### config.mk
export PLATFORM = sky130hd
export DESIGN_NAME = lcd_line_and_mode_timer_core
export DESIGN_NICKNAME = d
export VERILOG_FILES = /design/src/rtl/lltm_pkg.sv /design/src/rtl/lltm_cfg_regs.sv /design/src/rtl/lltm_in_reg.sv /design/src/rtl/lltm_timing.sv /design/src/rtl/lcd_line_and_mode_timer_core.sv
export SDC_FILE = /design/constraint.sdc
export NUM_CORES = 1
export LEC_CHECK = 0
export BUFFER_PORTS_ARGS = -buffer_cell sky130_fd_sc_hd__clkbuf_2
export CAP_MARGIN = 10
export CORE_MARGIN = 2
export CORE_UTILIZATION = 35
export CTS_BUF_LIST = sky130_fd_sc_hd__clkbuf_8 sky130_fd_sc_hd__clkbuf_16
export DETAILED_ROUTE_END_ITERATION = 7
export PLACE_DENSITY_LB_ADDON = 0.08
export SETUP_SLACK_MARGIN = 0.2
export SYNTH_ARGS = -nofsm -noshare
export SYNTH_HDL_FRONTEND = slang
export SYNTH_SLANG_ARGS = --single-unit
### constraint.sdc
create_clock -name clk -period 4.2 [get_ports clk]
set_input_delay 0.21 -clock clk [delete_from_list [all_inputs] [get_ports clk]]
set_output_delay 0.21 -clock clk [all_outputs]
set_load 0.01 [all_outputs]
### src/rtl/lltm_pkg.sv
// Package for the LCD line and mode timer: shared types, timing constants
// and register codes. No dependencies.
package lltm_pkg;

  // Line timing
  localparam int DOTS_PER_LINE = 456;
  localparam int VISIBLE_LINES = 144;
  localparam int LAST_LINE     = 153;
  localparam int OAM_SCAN_END  = 80;
  localparam int DRAW_END      = 252;

  // Field widths
  localparam int ELAPSED_W = 8;
  localparam int DOT_W     = 9;
  localparam int LINE_W    = 8;
  localparam int CFG_IDX_W = 2;
  localparam int CFG_DAT_W = 8;
  localparam int STAT_W    = 4;
  localparam int OUT_W     = 16;

  // Status interrupt enable bit positions
  localparam int STAT_EN_HBLANK = 0;
  localparam int STAT_EN_VBLANK = 1;
  localparam int STAT_EN_OAM    = 2;
  localparam int STAT_EN_MATCH  = 3;

  typedef enum logic [1:0] {
    MODE_HBLANK = 2'd0,
    MODE_VBLANK = 2'd1,
    MODE_OAM    = 2'd2,
    MODE_DRAW   = 2'd3
  } mode_t;

  typedef enum logic [CFG_IDX_W-1:0] {
    CFG_LCD_ENABLE   = 2'd0,
    CFG_LYC_VALUE    = 2'd1,
    CFG_STAT_ENABLES = 2'd2
  } cfg_idx_t;

  typedef struct packed {
    logic              lcd_enable;
    logic [LINE_W-1:0] lyc_value;
    logic [STAT_W-1:0] stat_enables;
  } cfg_t;

  typedef struct packed {
    logic [LINE_W-1:0] line_number;
    mode_t             lcd_mode;
    logic              coincidence;
    logic              vblank_irq;
    logic              stat_irq;
    logic              frame_done;
    logic              line_started;
  } result_t;

endpackage

### src/rtl/lltm_cfg_regs.sv
// Configuration registers of the LCD line and mode timer.
// Depends on lltm_pkg.
module lltm_cfg_regs (
  input  logic                          clk,
  input  logic                          rst_n,
  input  logic                          cfg_valid,
  input  logic [lltm_pkg::CFG_IDX_W-1:0] cfg_index,
  input  logic [lltm_pkg::CFG_DAT_W-1:0] cfg_data,
  output lltm_pkg::cfg_t                cfg
);
  import lltm_pkg::*;

  cfg_t cfg_r;

  // Decode the index and load the addressed register; unknown indexes drop
  always_ff @(posedge clk) begin
    if (!rst_n) begin
      cfg_r.lcd_enable   <= 1'b1;
      cfg_r.lyc_value    <= '0;
      cfg_r.stat_enables <= '0;
    end else if (cfg_valid) begin
      unique case (cfg_index)
        CFG_LCD_ENABLE:   cfg_r.lcd_enable   <= cfg_data[0];
        CFG_LYC_VALUE:    cfg_r.lyc_value    <= cfg_data[LINE_W-1:0];
        CFG_STAT_ENABLES: cfg_r.stat_enables <= cfg_data[STAT_W-1:0];
        default: ;
      endcase
    end
  end

  assign cfg = cfg_r;

endmodule

### src/rtl/lltm_in_reg.sv
// Input register of the LCD line and mode timer: holds one accepted item
// until the step logic takes it. Depends on lltm_pkg.
module lltm_in_reg (
  input  logic                          clk,
  input  logic                          rst_n,
  input  logic                          in_tvalid,
  output logic                          in_tready,
  input  logic [lltm_pkg::ELAPSED_W-1:0] in_tdata,
  input  logic                          take,
  output logic                          hold_valid,
  output logic [lltm_pkg::ELAPSED_W-1:0] hold_data
);
  import lltm_pkg::*;

  logic                 valid_r;
  logic [ELAPSED_W-1:0] data_r;

  // Accept when empty or when the held item moves on this cycle
  assign in_tready = !valid_r || take;

  always_ff @(posedge clk) begin
    if (!rst_n) begin
      valid_r <= 1'b0;
    end else if (in_tready) begin
      valid_r <= in_tvalid;
    end
  end

  always_ff @(posedge clk) begin
    if (in_tready && in_tvalid) begin
      data_r <= in_tdata;
    end
  end

  assign hold_valid = valid_r;
  assign hold_data  = data_r;

endmodule

### src/rtl/lltm_timing.sv
// Dot, line and mode state of the LCD line and mode timer, with the
// combinational step logic that builds each result. Depends on lltm_pkg.
module lltm_timing (
  input  logic                          clk,
  input  logic                          rst_n,
  input  logic                          step,
  input  logic [lltm_pkg::ELAPSED_W-1:0] elapsed,
  input  lltm_pkg::cfg_t                cfg,
  output lltm_pkg::result_t             result
);
  import lltm_pkg::*;

  logic [DOT_W-1:0]  dot_r, dot_nxt;
  logic [LINE_W-1:0] line_r, line_nxt;
  mode_t             mode_r, mode_nxt;
  logic              match_r, match_nxt;

  logic [DOT_W:0]    dots_sum;
  logic [DOT_W:0]    dots_new;
  logic              wrap;
  logic [LINE_W:0]   next_line;
  mode_t             mode_mid;
  logic              vblank_irq, stat_irq, line_started;

  // Advance dots, then the line on wrap, then the mode from the dot position
  always_comb begin
    dots_sum     = {1'b0, dot_r} + {{(DOT_W+1-ELAPSED_W){1'b0}}, elapsed};
    wrap         = dots_sum >= (DOT_W+1)'(DOTS_PER_LINE);
    dots_new     = wrap ? dots_sum - (DOT_W+1)'(DOTS_PER_LINE) : dots_sum;
    next_line    = {1'b0, line_r} + (LINE_W+1)'(1);
    dot_nxt      = dot_r;
    line_nxt     = line_r;
    mode_mid     = mode_r;
    mode_nxt     = mode_r;
    match_nxt    = match_r;
    vblank_irq   = 1'b0;
    stat_irq     = 1'b0;
    line_started = 1'b0;

    if (cfg.lcd_enable) begin
      if (wrap) begin
        if (next_line == (LINE_W+1)'(VISIBLE_LINES)) begin
          mode_mid   = MODE_VBLANK;
          vblank_irq = 1'b1;
          if (cfg.stat_enables[STAT_EN_VBLANK]) stat_irq = 1'b1;
        end else if (next_line > (LINE_W+1)'(LAST_LINE)) begin
          next_line = '0;
          mode_mid  = MODE_OAM;
          if (cfg.stat_enables[STAT_EN_OAM]) stat_irq = 1'b1;
        end else if (next_line < (LINE_W+1)'(VISIBLE_LINES)) begin
          mode_mid = MODE_OAM;
          if (cfg.stat_enables[STAT_EN_OAM]) stat_irq = 1'b1;
        end
        line_nxt = next_line[LINE_W-1:0];
        if (line_nxt < LINE_W'(VISIBLE_LINES)) line_started = 1'b1;
        // Coincidence is sampled on each line advance
        if (line_nxt == cfg.lyc_value) begin
          match_nxt = 1'b1;
          if (cfg.stat_enables[STAT_EN_MATCH]) stat_irq = 1'b1;
        end else begin
          match_nxt = 1'b0;
        end
      end
      dot_nxt  = dots_new[DOT_W-1:0];
      mode_nxt = mode_mid;

      // Visible lines follow the dot position
      if (line_nxt < LINE_W'(VISIBLE_LINES)) begin
        if (dot_nxt < DOT_W'(OAM_SCAN_END)) begin
          mode_nxt = MODE_OAM;
        end else if (dot_nxt < DOT_W'(DRAW_END)) begin
          mode_nxt = MODE_DRAW;
        end else begin
          if (mode_mid != MODE_HBLANK && cfg.stat_enables[STAT_EN_HBLANK]) stat_irq = 1'b1;
          mode_nxt = MODE_HBLANK;
        end
      end
    end

    result.line_number  = line_nxt;
    result.lcd_mode     = mode_nxt;
    result.coincidence  = match_nxt;
    result.vblank_irq   = vblank_irq;
    result.stat_irq     = stat_irq;
    result.frame_done   = vblank_irq;
    result.line_started = line_started;
  end

  // Commit state when an item passes through
  always_ff @(posedge clk) begin
    if (!rst_n) begin
      dot_r   <= '0;
      line_r  <= '0;
      mode_r  <= MODE_HBLANK;
      match_r <= 1'b0;
    end else if (step) begin
      dot_r   <= dot_nxt;
      line_r  <= line_nxt;
      mode_r  <= mode_nxt;
      match_r <= match_nxt;
    end
  end

endmodule

### src/rtl/lcd_line_and_mode_timer_core.sv
// LCD line and mode timer: an accepted item moves through the input register,
// then the result register; throughput one item per cycle unless the output
// stalls, set by the single add-compare-update of the dot and line state.
// Reset (rst_n low, synchronous) empties both registers, zeroes dot, line,
// mode and coincidence state, sets lcd_enable to 1 and the other registers to 0.
// Depends on lltm_pkg, lltm_cfg_regs, lltm_in_reg and lltm_timing.
module lcd_line_and_mode_timer_core (
  input  logic                          clk,
  input  logic                          rst_n,
  // in_tdata: [7:0] elapsed_cycles
  input  logic                          in_tvalid,
  output logic                          in_tready,
  input  logic [lltm_pkg::ELAPSED_W-1:0] in_tdata,
  // out_tdata: [7:0] line_number, [9:8] lcd_mode, [10] coincidence,
  // [11] vblank_irq, [12] stat_irq, [13] frame_done, [14] line_started,
  // [15] zero
  output logic                          out_tvalid,
  input  logic                          out_tready,
  output logic [lltm_pkg::OUT_W-1:0]    out_tdata,
  input  logic                          cfg_valid,
  output logic                          cfg_ready,
  input  logic [lltm_pkg::CFG_IDX_W-1:0] cfg_index,
  input  logic [lltm_pkg::CFG_DAT_W-1:0] cfg_data
);
  import lltm_pkg::*;

  cfg_t                 cfg;
  logic                 hold_valid;
  logic [ELAPSED_W-1:0] hold_data;
  logic                 advance;
  logic                 step;
  result_t              result;
  logic                 out_valid_r;
  result_t              out_r;

  assign cfg_ready = 1'b1;

  lltm_cfg_regs u_cfg (
    .clk       (clk),
    .rst_n     (rst_n),
    .cfg_valid (cfg_valid),
    .cfg_index (cfg_index),
    .cfg_data  (cfg_data),
    .cfg       (cfg)
  );

  // The held item moves when the result register is free or draining
  assign advance = !out_valid_r || out_tready;
  assign step    = hold_valid && advance;

  lltm_in_reg u_in (
    .clk        (clk),
    .rst_n      (rst_n),
    .in_tvalid  (in_tvalid),
    .in_tready  (in_tready),
    .in_tdata   (in_tdata),
    .take       (advance),
    .hold_valid (hold_valid),
    .hold_data  (hold_data)
  );

  lltm_timing u_timing (
    .clk     (clk),
    .rst_n   (rst_n),
    .step    (step),
    .elapsed (hold_data),
    .cfg     (cfg),
    .result  (result)
  );

  // Result register
  always_ff @(posedge clk) begin
    if (!rst_n) begin
      out_valid_r <= 1'b0;
    end else if (advance) begin
      out_valid_r <= hold_valid;
    end
  end

  always_ff @(posedge clk) begin
    if (step) begin
      out_r <= result;
    end
  end

  assign out_tvalid = out_valid_r;
  assign out_tdata  = {1'b0, out_r.line_started, out_r.frame_done, out_r.stat_irq,
                       out_r.vblank_irq, out_r.coincidence, out_r.lcd_mode,
                       out_r.line_number};

  // Line number stays inside the frame
  a_line_range: assert property (@(posedge clk) disable iff (!rst_n)
    out_tvalid |-> out_tdata[7:0] <= LINE_W'(LAST_LINE))
    else $error("line number past last line");

  // Vblank pulse only on entry to the first vblank line, in vblank mode
  a_vblank_entry: assert property (@(posedge clk) disable iff (!rst_n)
    (out_tvalid && out_tdata[11]) |->
      (out_tdata[7:0] == LINE_W'(VISIBLE_LINES) && out_tdata[9:8] == MODE_VBLANK
       && out_tdata[13]))
    else $error("vblank pulse outside vblank entry");

  // Line start pulse only on visible lines, and never with a vblank pulse
  a_line_start: assert property (@(posedge clk) disable iff (!rst_n)
    (out_tvalid && out_tdata[14]) |->
      (out_tdata[7:0] < LINE_W'(VISIBLE_LINES) && !out_tdata[11]))
    else $error("line start pulse on a non-visible line");

  // An item that passes the step logic always reaches the result register
  a_step_to_out: assert property (@(posedge clk) disable iff (!rst_n)
    step |=> out_tvalid)
    else $error("stepped item lost before result register");

endmodule
# Word level (Yosys, flattened, before mapping)
# Cells that the tools add are included.
[classes] add_sub_neg=3 n_lt_le_gt_ge=7 n_reduce_logical=14 muxes=34 eq_ne=4
[ops] operator="2-to-1 mux 8 bit" n=7
[ops] operator="less-than comparator 9 x 8 -> 1 bit, second input constant" n=2
[ops] operator="2-to-1 mux 2 bit" n=9
[ops] operator="2-to-1 mux 1 bit" n=17
[ops] operator="less-than comparator 8 bit, second input constant" n=2
[ops] operator="adder 9 x 8 -> 10 bit" n=1
[ops] operator=">= comparator 10 x 9 -> 1 bit, second input constant" n=1
[ops] operator="AND reduction 2 bit" n=5
[ops] operator="adder 8 x 1 -> 9 bit, second input constant" n=1
[ops] operator="equality test 9 x 8 -> 1 bit, second input constant" n=1
[ops] operator="greater-than comparator 9 x 8 -> 1 bit, second input constant" n=1
[ops] operator="less-than comparator 9 x 7 -> 1 bit, second input constant" n=1
[ops] operator="2-to-1 mux 9 bit" n=1
[ops] operator="subtractor 9 bit, second input constant" n=1
[ops] operator="equality test 8 bit" n=1
[ops] operator="logical AND 1 bit" n=3
[ops] operator="equality test 2 x 1 -> 1 bit, second input constant" n=1
[ops] operator="equality test 2 bit, second input constant" n=1
[ops] operator="zero test 1 bit" n=2
[ops] operator="zero test 2 bit" n=1
[ops] operator="logical OR 1 bit" n=2
[ops] operator="nonzero test 2 bit" n=1
[totals] register_bits=57 output_inout_bits=19

# Longest topological paths before layout
# Gate-level depths: netlist of the first run.
[depth] ltp_word=13 mapped_depth=15 mapped_depth_nobuf=15

# Modules after synthesis
# Synthesis of the first run repeated with hierarchy kept, for this count alone.
[unflattened] cells_unflattened=393 hier_area_um2=3697.3
[by_module_without_submodules] mod="lltm_timing" instances=1 cells_each=301 seq_area_each_um2=400.4 area_per_inst_um2=2344.7
[by_module_without_submodules] mod="lcd_line_and_mode_timer_core" instances=1 cells_each=24 seq_area_each_um2=470.5 area_per_inst_um2=530.5
[by_module_without_submodules] mod="lltm_cfg_regs" instances=1 cells_each=55 seq_area_each_um2=260.2 area_per_inst_um2=524.3
[by_module_without_submodules] mod="lltm_in_reg" instances=1 cells_each=13 seq_area_each_um2=260.2 area_per_inst_um2=297.8

# Worst setup path after synthesis of the first run
# No wires, ideal clock.
[synth_timing] path_kind="register to register" startpoint="register u_in.data_r[0] (netlist: u_in.hold_data[0])" endpoint="register out_r, in the netlist out_tdata[8], data pin" setup_time_ns=0.256 slack_ns=0.987 arrival_time_ns=2.957 synth_period_minus_slack_ns=3.213 path_stages_with_launch=14 n_path_buf=1 required_time_ns=3.944 path_cell_list="edfxtp_1 > ha_1 > inv_1 > fa_1 > nor2b_1 > o2111a_1 > or4_4 > and2_4 > buf_6 > xor2_1 > o32a_1 > o41ai_4 > nor2_1 > o22a_1"
[synth_lines] item="from (decl)" line_no="lltm_in_reg.sv:16" source="logic [ELAPSED_W-1:0] data_r;"
[synth_lines] item="from (signal assigned)" line_no="lltm_in_reg.sv:31" source="data_r <= in_tdata;"
[synth_lines] item="to (signal assigned)" line_no="lcd_line_and_mode_timer_core.sv:82" source="out_r <= result;"
[synth_lines] item="to (decl)" line_no="lcd_line_and_mode_timer_core.sv:34" source="result_t out_r;"

==> results of run 1 <==
routing by layer:
| layer | part of all wire (%) | vias to the layer above |
|---|---|---|
| met5 | 0 | - |
| met4 | 1.0 | 0 |
| met3 | 3.6 | 7 |
| met2 | 39 | 66 |
| met1 | 56 | 1355 |
| li1 | - | 1458 |
area by class of cell:
| class | instances | area (um^2) |
|---|---|---|
| clock inverters | 7 | 104 |
| well taps | 133 | 166 |
| inverters | 13 | 48.8 |
| fillers | 1007 | 5760 |
| clock buffers | 9 | 124 |
| flip-flops and latches | 57 | 1360 |
| repair buffers | 41 | 210 |
| multi-input cells | 293 | 2000 |
power by group:
| group | internal [mW] | leakage [nW] | switching (mW) |
|---|---|---|---|
| combinational | 0.141 | 1.06 | 0.195 |
| clock | 0.340 | 0.108 | 0.260 |
| sequential | 0.608 | 0.499 | 0.0235 |
| total | 1.09 | 1.66 | 0.478 |
flip-flops by register name (all words and copies together) (netlist names):
| name | flops |
|---|---|
| u_in.hold_data | 8 |
| out_tdata | 14 |
| u_timing.mode_r | 2 |
| u_timing.line_r | 8 |
| u_timing.match_r | 1 |
| u_cfg.cfg | 13 |
| u_in.hold_valid | 1 |
| out_tvalid | 1 |
| u_timing.dot_r | 9 |
stage by stage:
stage,utilization [%],instances
after floorplan,-,386
after global placement,38.8,537
after detailed placement,38.8,537
after CTS,41.1,553
after global routing,41.1,553
final,41.1,553
final timing paths:
path / cells past startpoint / endpoint / from
setup / recovery: 12 / u_timing.line_r[6] / u_in.hold_data[0]
hold reg to reg: 2 / u_timing.dot_r[0] / u_timing.dot_r[0]
setup reg to reg: 12 / u_timing.line_r[6] / u_in.hold_data[0]
hold / removal: 1 / u_in.hold_data[6] / in_tdata[6]
critical path: stages (launching register included):
cell and delay (ps):
edfxtp_1 370, ha_1 230, inv_1 80, fa_1 210, nor2b_1 80, o2111a_1 280
o32ai_1 320, xor2_1 250, o31ai_4 540, and2_1 440, o21ai_0 160, a22o_1 260
o311a_1 280
cells by family after synthesis:
family	share of synthesized area, %
flip-flops	38.7
multiplexers	6.11
AO/OA/AOI/OAI	21.3
buffers and inverters	4.55
other	0.213
XOR/XNOR	5.22
AND/OR/NAND/NOR	19.5
adder cells (fa/ha/maj)	4.48
cell usage after synthesis (all sizes together), types with 12 or more instances:
cell type   n
edfxtp     22
mux2i      17
clkbuf     14
inv        13
nand2      34
nor2       46
a21oi      15
dfxtp      35
o21ai      26
xnor2      12
==> results.md, run 1 <==
- Status: complete, no violations
- Worst hold path type: in2reg
- Final Cycle Share: 86.0%
- Slew margin rel.: between 40 and 50%
- RePlAce Congestion: 0.825
- Avg Cell Area, Syn: 9.12 um^2
- Setup repair bufs after CTS: 0
- Final WS setup: 590 ps
- Nets: 450
- CTS sink count: 57
- Reg2reg setup slack: 590 ps
- Die Wd: 104 um
- Port bufs: 39
- Worst Path Max Fanout: 11
- # IOs: 42
- Total number of vias: 2886
- Post-Synthesis Cell Area: between 3000 and 4000 um^2
- GR Util met2: 21.9%
- Highest-count cells in the layout ignoring fill and taps: 45 x nor2_1, 39 x clkbuf_2, 35 x dfxtp_1, 34 x nand2_1
- Worst-Margin Slew: approximately 800 ps
- Vias in the first global route: roughly 2700
- WHS: 46.3 ps
- CP required: 4430 ps
- Detailed Place HPWL: between 6000 and 7000 um
- Die area: 10900 um^2
- Share of the synthesized area in the top cell type: about a fifth
- Pwr/cell area: 390 nW/um^2
- Top Usage Layer GRT: met1
- RSZ-0062 raised after global routing: false
- PostCTS Resize Cnt: 0
- Final antenna-violating net count: 0
- Rows: 36
- Final setup violating endpoints: 0
- Clk buf depth: 2
- # DRC: 0
- Area growth syn-to-layout: 14.1%
- Cts hold-fix bufs: 0
- Tmin final: between 3000 and 4000 ps
- Grt ovf: 0
- Root Buffer: clkbuf_8
- Die height: 104 um
- Post-Synthesis Cells: 386
- Worst-path clk slew: 70 ps
- Final Cell Area: 4020 um^2
- Largest net degree at the start of global routing: 29
- Yosys warning total: 0
- Final TNS setup: 0 ps
- GR Util met3: 2.82%
- Critical path class: reg2reg
- Max rail drop VDD: 163 uV
- Skew-Pair Late Insertion Delay: 350 ps
- Total track usage: between 15 and 20%
- CTS H-Tree Depth: 3
- Overall power: 1.57 mW
- Synth top area cells: dfxtp_1 20%, edfxtp_1 19%, nor2_1 4.9%
- Clock Skew: 15.6 ps
- Vias per std cell: between 5 and 6
- Core area: 9770 um^2
- Static Leak: 1.66 nW
- Placed cell area: ~3800 um^2
- Startpoint types: flip-flop
- Initial Util: 36.0%
- Syn_nets: 421
- CTS Buf Count: 9
- Post-Place Setup Slack: 608 ps
- ANT cells: 0
- Post-synth cell types: 68
- Fmax: around 280 MHz
- Slew Limit Fails: 0
- Starting DRT DRC Count: 199
- Layout cells sized above 1: 17.9%
- Post-Route WL: approximately 8600 um
- Yosys reg bits: 57
- Sequential share of the synthesized area: 38.7%
- Max cap viols: 0
- TritonRoute pass-1 iters: 4
- Post-synth EDFFs: 22
- Post-synth top flop: dfxtp_1
- Most common cell after layout, fill and taps aside: nor2_1
- CP arrival: between 3000 and 4000 ps
- Asr flop ratio synth: 0%
- Hold Vio Cnt, Final: 0
- First-pass GRT wire length: around 14000 um
- Initial antenna violation count: 0
- M1 GR Usage: 25.2%
- Post-DR wirelength/cell: 15.5 um
- TritonCTS clock tree: yes
- Post-synth top area cell: dfxtp_1
- Critical Path End Type: flip-flop
(Power assumes the default switching activity.)
==> run 2, diff against run 1 <==
- BUFFER_PORTS_ARGS: -buffer_cell sky130_fd_sc_hd__clkbuf_2 -> unset
- CORE_UTILIZATION: 35 -> 63
- DONT_BUFFER_PORTS: unset -> 1
==> results.md, run 2 (synthesized netlist as in run 1, its figures left out) <==
- Status: complete, no violations
- Max cap viols: 0
- TritonCTS clock tree: yes
- Initial antenna violation count: 0
- CP cell instances: ha_1 -> inv_1 -> fa_1 -> nor2b_1 -> o2111a_1 -> o32ai_1 -> xor2_1 -> o31ai_4 -> and2_1 -> o21ai_0 -> a22o_1 -> o311a_1
- Overall power: 1.54 mW
- Starting DRT DRC Count: 250
- Slowest stage delay, CP: 540 ps
- Layout cells sized above 1: 8.42%
- CTS sink count: 57
- Nets: 422
- Pwr/cell area: 400 nW/um^2
- Layout Utilization: 70.8%
- Final setup violating endpoints: 0
- CP required: 4430 ps
- Worst path slowest cell: o31ai_4
- Fmax: 272 MHz
- Skew-Pair Late Insertion Delay: 350 ps
- PostCTS Resize Cnt: 0
- Critical Path End Type: flip-flop
- Post-DR wirelength/cell: around 17 um
- CTS H-Tree Depth: 3
- Root Buffer: clkbuf_8
- Grt ovf: 0
- RePlAce Congestion: 0.893
- Core area: 5440 um^2
- Worst hold path type: in2reg
- Largest net degree at the start of global routing: 29
- Post-Route WL: slightly below 8000 um
- Critical path class: reg2reg
- Slew margin rel.: a little under 50%
- Setup repair bufs after CTS: 0
- CTS Buf Count: 9
- Startpoint types: flip-flop
- # IOs: 42
- FILL cells: 405
- # DRC: 0
- Clock Skew: 9.92 ps
- Worst path bufs/invs: 1
- Delay-heaviest family, CP: compound AO/OA/AOI/OAI gates
- Detailed Place HPWL: 5440 um
- Slew Limit Fails: 0
- Worst Path Max Fanout: 11
- Final TNS setup: 0 ps
- First-pass GRT wire length: 13000 um
- Die height: a little under 80 um
- Total track usage: 27.3%
- Area growth syn-to-layout: 9.35%
- Initial Util: 64.7%
- ANT cells: 0
- Worst-Margin Slew: 773 ps
- Worst-path clk slew: around 60 ps
- Most flop-heavy register: out_tdata
- Vias in the first global route: 2692
- Rows: 27
- Static Leak: 1.56 nW
- Vias per std cell: 6.26
- CP arrival: 3910 ps
- Clk buf depth: 2
- Final Cycle Share: around 88%
- Die area: 6200 um^2
- RSZ-0062 raised after global routing: false
- Port bufs: 0
- Die Wd: 78.8 um
- Hold Vio Cnt, Final: 0
- Final antenna-violating net count: 0
- Cts hold-fix bufs: 11
- TritonRoute pass-1 iters: 5
- Total number of vias: 2904
- Max rail drop VDD: 313 uV
- Max reg flops: 14
- Most common cell after layout, fill and taps aside: nor2_1
- Tmin final: 3680 ps
- Highest-count cells in the layout ignoring fill and taps: 45 x nor2_1, 35 x dfxtp_1, 34 x nand2_1, 22 x o21ai_0, 22 x edfxtp_1
==> run 2: area by class of cell <==
cell class	count	area, um^2	share of cell area (%)
clock buffers	11	151	3.93
inverters	13	48.8	1.27
clock inverters	5	71.3	1.85
repair buffers	13	125	3.25
well taps	72	90.1	2.34
multi-input cells	293	2000	52.0
flip-flops and latches	57	1360	35.4
==> run 2: report_power, final <==
group          internal (mW)  total [mW]  switching, mW
Sequential             0.609       0.637         0.0279
Clock                  0.360       0.581          0.221
Combinational          0.136       0.321          0.186
Total                   1.10        1.54          0.434
==> run 2: metal layers <==
| metal | part of all wire [%] | vias to the layer above | track usage, % | wire length [um] |
|---|---|---|---|---|
| met5 | 0 | - | 0 | 0 |
| met4 | 2.4 | 0 | 14.4 | 189 |
| met3 | 7.0 | 22 | 4.89 | 549 |
| met2 | 43 | 113 | 39.5 | 3380 |
| met1 | 47 | 1365 | 38.9 | 3690 |
| li1 | - | 1404 | - | - |
==> run 2: path summary, 6_finish.rpt <==
path	from	cells past startpoint	end	slack, ps
max	u_in.hold_data[0]	12	u_timing.line_r[6]	520
min	cfg_data[0]	2	u_cfg.cfg[12]	1
max reg2reg	u_in.hold_data[0]	12	u_timing.line_r[6]	520
min reg2reg	u_timing.dot_r[3]	2	u_timing.dot_r[3]	480
==> run 2: stage by stage <==
stage          cell area (um^2)  hold slack (ps)  instances  setup slack (ps)
6_report                   3850             1.15        464               517
3_5_place_dp               3520              290        437               578
3_3_place_gp               3520              276        437               723
4_1_cts                    3850             2.05        464               529
2_1_floorplan              3520              309        386               987
5_1_grt                    3850             15.1        464               247
